==> src/rtl/ppb_pkg.sv <==
package ppb_pkg;

  localparam int unsigned PortSlots = 4;
  localparam int unsigned SlotW     = $clog2(PortSlots);
  localparam int unsigned NumIrqs   = 3;
  localparam int unsigned CfgW      = 3;

  localparam logic [7:0] HiPrimary   = 8'h03;
  localparam logic [7:0] HiSecondary = 8'h02;
  localparam logic [5:0] MidPrimary  = 6'h1E;
  localparam logic [5:0] MidMono     = 6'h2F;

  typedef enum logic [1:0] {
    CMD_IO_WRITE = 2'd0,
    CMD_IO_READ  = 2'd1,
    CMD_TICK     = 2'd2,
    CMD_DEV_LINE = 2'd3
  } cmd_e;

  typedef enum logic [1:0] {
    REG_DATA    = 2'd0,
    REG_STATUS  = 2'd1,
    REG_CONTROL = 2'd2,
    REG_UNUSED  = 2'd3
  } reg_e;

  typedef struct packed {
    logic             hit;
    logic [SlotW-1:0] slot;
    reg_e             offset;
  } dec_t;

  typedef struct packed {
    logic               handled;
    logic [7:0]         read_data;
    logic               data_out_valid;
    logic [7:0]         data_out;
    logic               control_out_valid;
    logic [3:0]         control_out;
    logic [NumIrqs-1:0] irq_raise;
    logic [NumIrqs-1:0] irq_lower;
  } result_t;

  function automatic logic [NumIrqs-1:0] irq_bit(input logic [SlotW-1:0] slot);
    logic [NumIrqs-1:0] mask;
    mask = '0;
    if (int'(slot) < NumIrqs) begin
      mask[slot] = 1'b1;
    end
    return mask;
  endfunction

endpackage

==> src/rtl/pc_parallel_port_block_unit.sv <==
// Bank of up to three PC printer ports on an I/O bus.
// Each input word on the slave stream is one command: an I/O write, an I/O
// read, a tick or a device interrupt line change. The command travels in
// tuser, the address, write byte, device pins, slot index and line level in
// tdata. Every input word yields exactly one output word on the master
// stream carrying the handled flag, read byte, data and control bytes sent
// to the device and the IRQ raise and lower masks.
// The number of present ports is set through the configuration write port; the user
// must do so only while the block is idle, which the block itself does not enforce.
// The result is computed from the input word and the per-port state and lands
// in the output register at the accepting edge.
// Throughput is one word per cycle, limited only by the output register.
// When the receiver stalls, the output register holds its word and the
// slave side is held off until it is taken.
// Reset clears all port state, the port count and the output register.
module pc_parallel_port_block_unit (
  input  logic        clk_i,
  input  logic        rst_ni,
  input  logic        cfg_we_i,
  input  logic [2:0]  cfg_wdata_i,      // num_ports
  input  logic        s_axis_tvalid,
  output logic        s_axis_tready,
  // tdata: io_address, write_data, status_pins, control_pins_in,
  // device_index, irq_level, zero pad
  input  logic [39:0] s_axis_tdata,
  input  logic [1:0]  s_axis_tuser,     // cmd
  output logic        m_axis_tvalid,
  input  logic        m_axis_tready,
  // tdata: handled, read_data, data_out_valid, data_out, control_out_valid,
  // control_out, irq_raise, irq_lower, zero pad
  output logic [31:0] m_axis_tdata
);
  import ppb_pkg::*;

  logic [CfgW-1:0] num_ports_q;
  logic [7:0]      latched_q   [PortSlots];
  logic [7:0]      latched_d   [PortSlots];
  logic [1:0]      kept_q      [PortSlots];
  logic [1:0]      kept_d      [PortSlots];
  logic            enable_q    [PortSlots];
  logic            enable_d    [PortSlots];
  logic            pending_q   [PortSlots];
  logic            pending_d   [PortSlots];
  logic            delivered_q [PortSlots];
  logic            delivered_d [PortSlots];

  logic    out_valid_q;
  result_t out_q;
  result_t res;
  logic    accept;

  cmd_e             cmd;
  logic [15:0]      io_address;
  logic [7:0]       write_data;
  logic [7:0]       status_pins;
  logic [3:0]       control_pins_in;
  logic [SlotW-1:0] device_index;
  logic             irq_level;
  dec_t             dec;

  assign cmd             = cmd_e'(s_axis_tuser);
  assign io_address      = s_axis_tdata[15:0];
  assign write_data      = s_axis_tdata[23:16];
  assign status_pins     = s_axis_tdata[31:24];
  assign control_pins_in = s_axis_tdata[35:32];
  assign device_index    = s_axis_tdata[37:36];
  assign irq_level       = s_axis_tdata[38];

  assign s_axis_tready = !out_valid_q || m_axis_tready;
  assign accept        = s_axis_tvalid && s_axis_tready;

  ppb_decode u_decode (
    .io_address_i (io_address),
    .num_ports_i  (num_ports_q),
    .dec_o        (dec)
  );

  always_comb begin
    res = '0;
    for (int i = 0; i < PortSlots; i++) begin
      latched_d[i]   = latched_q[i];
      kept_d[i]      = kept_q[i];
      enable_d[i]    = enable_q[i];
      pending_d[i]   = pending_q[i];
      delivered_d[i] = delivered_q[i];
    end
    unique case (cmd)
      CMD_IO_WRITE: begin
        if (dec.hit) begin
          if (dec.offset == REG_DATA) begin
            res.handled        = 1'b1;
            res.data_out_valid = 1'b1;
            res.data_out       = write_data;
            if (delivered_q[dec.slot]) begin
              res.irq_lower = irq_bit(dec.slot);
            end
            latched_d[dec.slot] = write_data;
          end else if (dec.offset == REG_CONTROL) begin
            res.handled           = 1'b1;
            res.control_out_valid = 1'b1;
            res.control_out       = write_data[3:0];
            kept_d[dec.slot]      = write_data[5:4];
            enable_d[dec.slot]    = write_data[4];
          end
        end
      end
      CMD_IO_READ: begin
        if (dec.hit) begin
          if (dec.offset == REG_DATA) begin
            res.handled   = 1'b1;
            res.read_data = latched_q[dec.slot];
          end else if (dec.offset == REG_STATUS) begin
            res.handled   = 1'b1;
            res.read_data = {status_pins[7:3], ~pending_q[dec.slot], status_pins[1:0]};
            delivered_d[dec.slot] = 1'b0;
          end else if (dec.offset == REG_CONTROL) begin
            res.handled   = 1'b1;
            res.read_data = {2'b00, kept_q[dec.slot], control_pins_in};
          end
        end
      end
      CMD_TICK: begin
        for (int i = 0; i < PortSlots; i++) begin
          if (CfgW'(i) < num_ports_q && enable_q[i] && pending_q[i] && !delivered_q[i]) begin
            res.irq_raise  = res.irq_raise | irq_bit(SlotW'(i));
            delivered_d[i] = 1'b1;
          end
        end
      end
      CMD_DEV_LINE: begin
        pending_d[device_index] = irq_level;
      end
      default: ;
    endcase
  end

  always_ff @(posedge clk_i or negedge rst_ni) begin
    if (!rst_ni) begin
      num_ports_q <= '0;
    end else if (cfg_we_i) begin
      num_ports_q <= cfg_wdata_i;
    end
  end

  always_ff @(posedge clk_i or negedge rst_ni) begin
    if (!rst_ni) begin
      for (int i = 0; i < PortSlots; i++) begin
        latched_q[i]   <= '0;
        kept_q[i]      <= '0;
        enable_q[i]    <= 1'b0;
        pending_q[i]   <= 1'b0;
        delivered_q[i] <= 1'b0;
      end
    end else if (accept) begin
      for (int i = 0; i < PortSlots; i++) begin
        latched_q[i]   <= latched_d[i];
        kept_q[i]      <= kept_d[i];
        enable_q[i]    <= enable_d[i];
        pending_q[i]   <= pending_d[i];
        delivered_q[i] <= delivered_d[i];
      end
    end
  end

  always_ff @(posedge clk_i or negedge rst_ni) begin
    if (!rst_ni) begin
      out_valid_q <= 1'b0;
      out_q       <= '0;
    end else if (s_axis_tready) begin
      out_valid_q <= s_axis_tvalid;
      if (s_axis_tvalid) begin
        out_q <= res;
      end
    end
  end

  assign m_axis_tvalid = out_valid_q;
  assign m_axis_tdata  = {3'b000, out_q.irq_lower, out_q.irq_raise, out_q.control_out,
                          out_q.control_out_valid, out_q.data_out, out_q.data_out_valid,
                          out_q.read_data, out_q.handled};

endmodule

==> src/rtl/ppb_decode.sv <==
module ppb_decode (
  input  logic [15:0]              io_address_i,
  input  logic [ppb_pkg::CfgW-1:0] num_ports_i,
  output ppb_pkg::dec_t            dec_o
);
  import ppb_pkg::*;

  logic [7:0]       hi;
  logic [5:0]       mid;
  logic             found;
  logic [SlotW-1:0] slot;

  assign hi  = io_address_i[15:8];
  assign mid = io_address_i[7:2];

  always_comb begin
    found = 1'b0;
    slot  = '0;
    if (mid == MidPrimary && hi == HiPrimary) begin
      found = 1'b1;
      slot  = SlotW'(0);
    end else if (mid == MidPrimary && hi == HiSecondary) begin
      found = 1'b1;
      slot  = SlotW'(1);
    end else if (mid == MidMono && hi == HiPrimary) begin
      found = 1'b1;
      slot  = SlotW'(2);
    end
  end

  assign dec_o.hit    = found && (CfgW'(slot) < num_ports_i);
  assign dec_o.slot   = slot;
  assign dec_o.offset = reg_e'(io_address_i[1:0]);

endmodule
==> config.mk <==
export PLATFORM = sky130hd
export DESIGN_NAME = pc_parallel_port_block_unit
export DESIGN_NICKNAME = d
export VERILOG_FILES = /design/src/rtl/ppb_pkg.sv /design/src/rtl/pc_parallel_port_block_unit.sv /design/src/rtl/ppb_decode.sv
export SDC_FILE = /design/constraint.sdc
export NUM_CORES = 1
export LEC_CHECK = 0
export ABC_AREA = 1
export ABC_CLOCK_PERIOD_IN_PS = 1700
export BUFFER_PORTS_ARGS = -buffer_cell sky130_fd_sc_hd__buf_2
export CAP_MARGIN = 20
export CELL_PAD_IN_SITES_DETAIL_PLACEMENT = 2
export CELL_PAD_IN_SITES_GLOBAL_PLACEMENT = 2
export CORE_MARGIN = 1
export CORE_UTILIZATION = 31
export CTS_BUF_LIST = sky130_fd_sc_hd__clkbuf_8
export CTS_CLUSTER_DIAMETER = 100
export DETAILED_ROUTE_END_ITERATION = 10
export PLACE_DENSITY = 0.94
export SETUP_SLACK_MARGIN = 0.1
export SLEW_MARGIN = 20
export SYNTH_ARGS = -nofsm -noshare
export SYNTH_HDL_FRONTEND = slang
export SYNTH_SLANG_ARGS = --single-unit
==> constraint.sdc <==
create_clock -name clk_i -period 1.7 [get_ports clk_i]
set_input_delay 0.085 -clock clk_i [delete_from_list [all_inputs] [get_ports clk_i]]
set_output_delay 0.085 -clock clk_i [all_outputs]
set_load 0.02 [all_outputs]
======== Word-level counts from Yosys, hierarchy flattened ========
Cells that the tools add are included.
word-level totals
  register bits ........................... 85
  logic and storage cells ................. 170
operators by class
  magnitude comparators ................... 12
  equal/unequal tests ..................... 16
  mux-type cells .......................... 67
  bitwise operators ....................... 8
  reductions and logical operators ........ 37
operators with widths
  cell                                                 number
  2-to-1 mux 9 bit                                     5
  bitwise mux 32 bit                                   1
  2-to-1 mux 8 bit                                     4
  2-to-1 mux 3 bit                                     10
  2-to-1 mux 14 bit                                    2
  AND reduction 6 bit                                  4
  logical AND 1 bit                                    20
  2-to-1 mux 1 bit                                     20
  binary-select mux 8 bit (select 2 bit)               1
  demux 8 bit (select 2 bit)                           1
  equality test 8 x 2 -> 1 bit, second input constant  2
  != test 2 bit, second input constant                 7
  2-to-1 mux 2 bit                                     6
  2-to-1 mux 4 bit                                     3
  2-to-1 mux 5 bit                                     2
  bitwise mux 4 bit                                    2
  bitwise mux 8 bit                                    1
  one-hot mux 4 bit (2 select lines)                   1
  demux 1 bit (select 2 bit)                           3
  equality test 2 bit, second input constant           3
  equality test 6 x 5 -> 1 bit, second input constant  1
  equality test 6 bit, second input constant           1
  >= comparator 3 bit, second input constant           2
  < comparator 1 x 3 -> 1 bit, first input constant    2
  other kinds (24)                                     36

======== Logic depth before layout (Yosys ltp) ========
  depth in word-level cells ............... 16
  mapped depth ............................ 16
  depth with buffers taken out ............ 15

======== Modules after synthesis ========
A second synthesis with hierarchy kept.
unflattened totals
  cell total of the unflattened synthesis .. 538
  area total of the unflattened synthesis .. 4,100.2 µm²
by module, submodules not included
  module                       instances  cells an instance  area an instance (µm²)  sequential area each (µm²)
  pc_parallel_port_block_unit  1          498                3,900.0                 2,026.9
  ppb_decode                   1          40                 200.2                   0.0

======== Worst setup path before layout ========
Ideal clock, no wire load.
  path kind ............................... input port to flip-flop
  start point ............................. input s_axis_tdata[11]
  end point ............................... register out_q, in the netlist m_axis_tdata[19]
  setup time .............................. 77 ps
  data arrival time ....................... 2,005 ps
  required time ........................... 1,623 ps
  setup slack ............................. -381 ps
  stages .................................. 14
  buffers on the path ..................... 1
  path through ............................ nor2_1 > nand3_1 > nor2_2 > nand2_2 > clkinv_1 > clkbuf_1 > ha_1 > inv_1 > nor2_1 > nand2_1 > nand2_1 > nor3_4 > nand2_1 > o21ai_1
between the ends
  longest elaborated chain between the ends .. 9
  elaborated cells on any way between the ends .. 15
RTL lines
  what                          line                                source
  from (decl)                   pc_parallel_port_block_unit.sv:25   input logic [39:0] s_axis_tdata,
  equality test 8 x 2 -> 1 bit  ppb_decode.sv:19, ppb_decode.sv:25
  logical AND 1 bit             ppb_decode.sv:25                    end else if (mid == MidMono && hi == HiPrimary) begin
  2-to-1 mux 2 bit              ppb_decode.sv:25
  2-to-1 mux 2 bit              ppb_decode.sv:22                    end else if (mid == MidPrimary && hi == HiSecondary) begin
  2-to-1 mux 2 bit              ppb_decode.sv:19                    if (mid == MidPrimary && hi == HiPrimary) begin
  < comparator 2 x 3 -> 1 bit   ppb_decode.sv:31                    assign dec_o.hit = found && (CfgW'(slot) < num_ports_i);
  logical AND 1 bit *           ppb_decode.sv:31
  2-to-1 mux 14 bit *           pc_parallel_port_block_unit.sv:89   if (dec.hit) begin
  2-to-1 mux 14 bit *           pc_parallel_port_block_unit.sv:87   unique case (cmd)
  to (signal assigned)          pc_parallel_port_block_unit.sv:172  out_q <= res;
  to (decl)                     pc_parallel_port_block_unit.sv:48   result_t out_q;
Every way passes the cells marked *; elsewhere a longest branch is shown, timed or not.
A chain may end at the register's enable or synchronous reset.

======== Worst setup path in the final report ========
  start point ............................. input s_axis_tdata[13]
  end point ............................... register out_q, in the netlist m_axis_tdata[6]
between the ends
  longest elaborated chain between the ends .. 14
  elaborated cells on any way between the ends .. 25
RTL lines
  what                                                  line                                                                    source
  equality test 8 x 2 -> 1 bit                          ppb_decode.sv:19, ppb_decode.sv:25
  logical AND 1 bit                                     ppb_decode.sv:25
  2-to-1 mux 2 bit                                      ppb_decode.sv:25
  2-to-1 mux 2 bit                                      ppb_decode.sv:22
  2-to-1 mux 2 bit                                      ppb_decode.sv:19
  inverter 2 -> 3 bit (implied by the code)             pc_parallel_port_block_unit.sv:111, pc_parallel_port_block_unit.sv:118
  binary-select mux 2 bit (select 2 bit)                pc_parallel_port_block_unit.sv:118                                      res.read_data = {2'b00, kept_q[dec.slot], control_pins_in};
  2-to-1 mux 2 bit (implied by the code) (2 in series)  pc_parallel_port_block_unit.sv:118
  2-to-1 mux 9 bit                                      pc_parallel_port_block_unit.sv:116                                      end else if (dec.offset == REG_CONTROL) begin
  2-to-1 mux 9 bit                                      pc_parallel_port_block_unit.sv:112                                      end else if (dec.offset == REG_STATUS) begin
  2-to-1 mux 9 bit                                      pc_parallel_port_block_unit.sv:109                                      if (dec.offset == REG_DATA) begin
  2-to-1 mux 9 bit *                                    pc_parallel_port_block_unit.sv:108                                      if (dec.hit) begin
  2-to-1 mux 8 bit *                                    pc_parallel_port_block_unit.sv:87
Every way passes the cells marked *; elsewhere a longest branch is shown, timed or not. The select of a mux whose other input is x is not followed.

==> impl_metrics.py <==
metrics = {
    "setup_path": {
        "worstReg2RegEnd": "latched_q[19]",
        "max_stage_delay_ns": 0.26,
        "reg2regPathDepth": 8,
        "path_cells": "buf_2 -> nor2_1 -> nand2_1 -> nor2_1 -> nand2_2 -> buf_4 -> inv_1 -> nand2_1 -> nand3_1 -> nand2_1 -> nand2_1 -> nand3_2 -> nand2_2",
        "cp_common_cell": "nand2_1",
        "reg2reg_from": "num_ports_q[2]",
        "path_class": "primary input to flip-flop",
        "cp_max_fo": 15,
        "reg2reg_slack_ns": -0.15,
        "slowest_stage": "inv_1",
        "cp_top_family": "simple AND/OR/NAND/NOR gates",
        "start_kind": "primary input",
        "crit_start": "s_axis_tdata[13]",
        "crit_path_end_kind": "flip-flop",
        "critPathArrivalTime_ns": 2.16,
        "required_ns": 2.00,
        "crit_buf_inv": 3,
    },
    "detailed_routing": {
        "dr_total_vias": 4220,
        "wl_met2_mm": 10.01,
        "wl_per_cell_um": 28.48,
        "routed_wl_mm": 20.73,
        "wl_met1_mm": 8.150,
        "drc": 0,
        "met3_length_mm": 1.251,
        "ant_nets": 0,
        "drt_iter0_markers": 351,
        "detail_route.vias_per_cell": 5.797,
        "dr.pass1.iters": 7,
        "highest_layer": "met5",
    },
    "die": {
        "pin_count": 84,
        "die_h_um": 108.6,
        "core_sq_mm": 0.01094,
        "rows": 38,
        "die_width_um": 108.6,
        "start_util": 0.3219,
        "dieArea_sq_mm": 0.01178,
    },
    "synthesis": {
        "synthFlopType": "dfrtp_1",
        "yosysSeqAreaShare": 0.4906,
        "synth.area.top_cells": "dfrtp_1 (49%), nand2_1 (20%), nand3_1 (7.3%), o21ai_0 (4.0%), inv_1 (3.1%)",
        "avgSynthCellArea_sq_um": 7.618,
        "yosysTopAreaCell": "dfrtp_1",
        "synth_edf_count": 0,
        "synth_cells": 462,
        "ys_types": 29,
        "synthArstFlopShare": 1.000,
        "synth-seq-cells": 69,
        "yosysTopAreaCellShare": 0.4906,
        "synth_warnings": 0,
        "synth_area_sq_mm": 0.003520,
    },
    "timing": {
        "fin_skew_ns": 0.01592,
        "slew_headroom": 0.6497,
        "drv_slew": 0,
        "hold_viol": 0,
        "final-setup-viol-count": 53,
        "holdWs_ns": 0.03088,
        "fmax_mhz": 537.7,
        "worst_pin_slew_ns": 0.5200,
        "min_period_ns": 1.860,
        "rsz0062_at_grt": "true",
        "setup_ws_ns": -0.1598,
        "finalCritPeriodShare": 1.094,
    },
    "clock_network": {
        "worstSkewPairLatency_ns": 0.38,
        "clkTransAtPathRegs_ns": 0.09,
        "cts.path.max_buffers": 2,
        "clock-sinks": 69,
        "cts_tree": "built",
        "cts_inserted_buffers": 9,
        "htree_levels": 3,
        "cts_root_buf": "clkbuf_8",
    },
    "final_layout": {
        "antenna_cells": 0,
        "synthToLayoutAreaGrowth_pct": 43.26,
        "drive_above_1_share": 0.4048,
        "fin_nets": 634,
        "layout_commonest_cell": "nand2_1",
        "multi_input_area_sq_mm": 0.002002,
        "fill_cells": 1214,
        "final_cell_mix": "nand2_1 (136), buf_2 (78), dfrtp_1 (69)",
        "stdcell_area_sq_mm": 0.005042,
        "final-seq-area_sq_mm": 0.001727,
    },
    "global_route": {
        "grt_pass1_vias": 4608,
        "grt_pass1_wl_mm": 27.43,
        "grt_use_total": 0.3232,
        "antenna_found_initial": 1,
        "gr-total-overflow": 0,
        "grt_max_degree": 70,
    },
    "place": {
        "gp_congestion": 0.8287,
        "placed_area_sq_mm": 0.004373,
        "port_buffers": 78,
        "dp_hpwl_mm": 11.35,
    },
    "pwr": {
        "p_leak_nw": 2.660,
        "ir_worst_vdd_mv": 0.5613,
        "power_density_mw_per_mm2": 707.1,
    },
    "min_path": {
        "holdCritStartpoint": "s_axis_tdata[17]",
        "hp-class": "primary input to flip-flop",
        "min_to": "latched_q[17]",
        "holdPathStages": 3,
    },
    "outcome": {
        "status": "finished with violations",
        "violations": "negative setup slack",
    },
    "job": {
        "drv_cap": 0,
    },
}
-- routing by layer --
layer,global-route usage,vias up
li1,-,1728
met1,0.3738,2148
met2,0.5493,240
met3,0.06691,102
met4,0.1902,2
met5,0,-
-- state kept, by name, indices dropped and copies added, names as in the netlist --
register,flops
delivered_q,3
kept_q,6
latched_q,24
m_axis_tdata,29
m_axis_tvalid,1
num_ports_q,3
pending_q,3
-- what timing repair did --
action,4_1_cts,5_1_grt
endpoints found under the setup margin,59,59
resized for setup,25,65
cloned,1,0
pin swaps,14,28
buffers inserted,3,5
hold buffers,10,0
hold endpoints to repair,76,0
-- Yosys cell counts (all sizes together) (2+ instances only) --
| cell | number |
|---|---|
| nand2 | 190 |
| dfrtp | 69 |
| nand3 | 52 |
| o21ai | 33 |
| inv | 32 |
| nor2 | 27 |
| clkbuf | 11 |
| a21oi | 10 |
| nand4 | 10 |
| or2 | 8 |
| buf | 6 |
| nor3 | 4 |
| a221o | 2 |
| o2111ai | 2 |
-- cell type report --
cell class / instances / area share
Clock buffer: 9 / 0.02457
Clock inverter: 7 / 0.008685
Inverter: 33 / 0.02655
Multi-Input combinational cell: 346 / 0.3970
Sequential cell: 69 / 0.3424
Tap cell: 140 / 0.03474
Timing Repair Buffer: 124 / 0.1660
-- power breakdown --
group	leakage (nW)	internal, mW	total (mW)	switching, mW
logic	1.62	0.155	0.505	0.349
clock network	0.0901	0.523	1.31	0.783
registers	0.949	1.68	1.76	0.0711
total	2.66	2.36	3.57	1.20
-- worst reg2reg max path, cell delays in order (launching register included) --
cell and delay (ns):
dfrtp_1 0.48, inv_1 0.14, nand2_1 0.26, nand3_4 0.16
nor2_8 0.26, buf_12 0.15, nand2_8 0.10, nand2_2 0.10
nand2_1 0.09
-- through the flow --
stage | setup TNS [ns] | setup slack (ns) | util | std cells | power, mW
final | -4.389 | -0.1598 | 0.4611 | 728 | 3.566
after detailed placement | -11.14 | -0.2979 | 0.3999 | 693 | 2.169
after floorplan | -0.2201 | -0.02131 | - | 464 | 1.928
after global routing | -6.696 | -0.1951 | 0.4611 | 728 | 3.656
after CTS | -0.3291 | -0.04364 | 0.4349 | 723 | 3.450
after global placement | -1.833 | -0.07026 | 0.3999 | 693 | 2.122
-- cells by family (layout without fill, tap and decap cells) --
group,Yosys count,in the layout,share of synthesized area
AO/OA/AOI/OAI,48,48,0.07359
buffers and inverters,50,173,0.06292
multiplexers,1,1,0.003199
AND/OR/NAND/NOR,292,293,0.3651
other,1,3,0.001065
adder cells (fa/ha/maj),1,1,0.003554
flip-flops,69,69,0.4906
-- how the worst max path moves through the flow --
stage | endpoint | slack (ns) | depth (start not counted)
after floorplan | m_axis_tdata[19] | -0.02 | 14
after global placement | kept_q[5] | -0.07 | 15
after detailed placement | kept_q[2] | -0.30 | 15
after CTS | kept_q[2] | -0.04 | 10
after global routing | delivered_q[1] | -0.20 | 12
final | m_axis_tdata[6] | -0.16 | 13
Power figures use the tool's default switching activity.
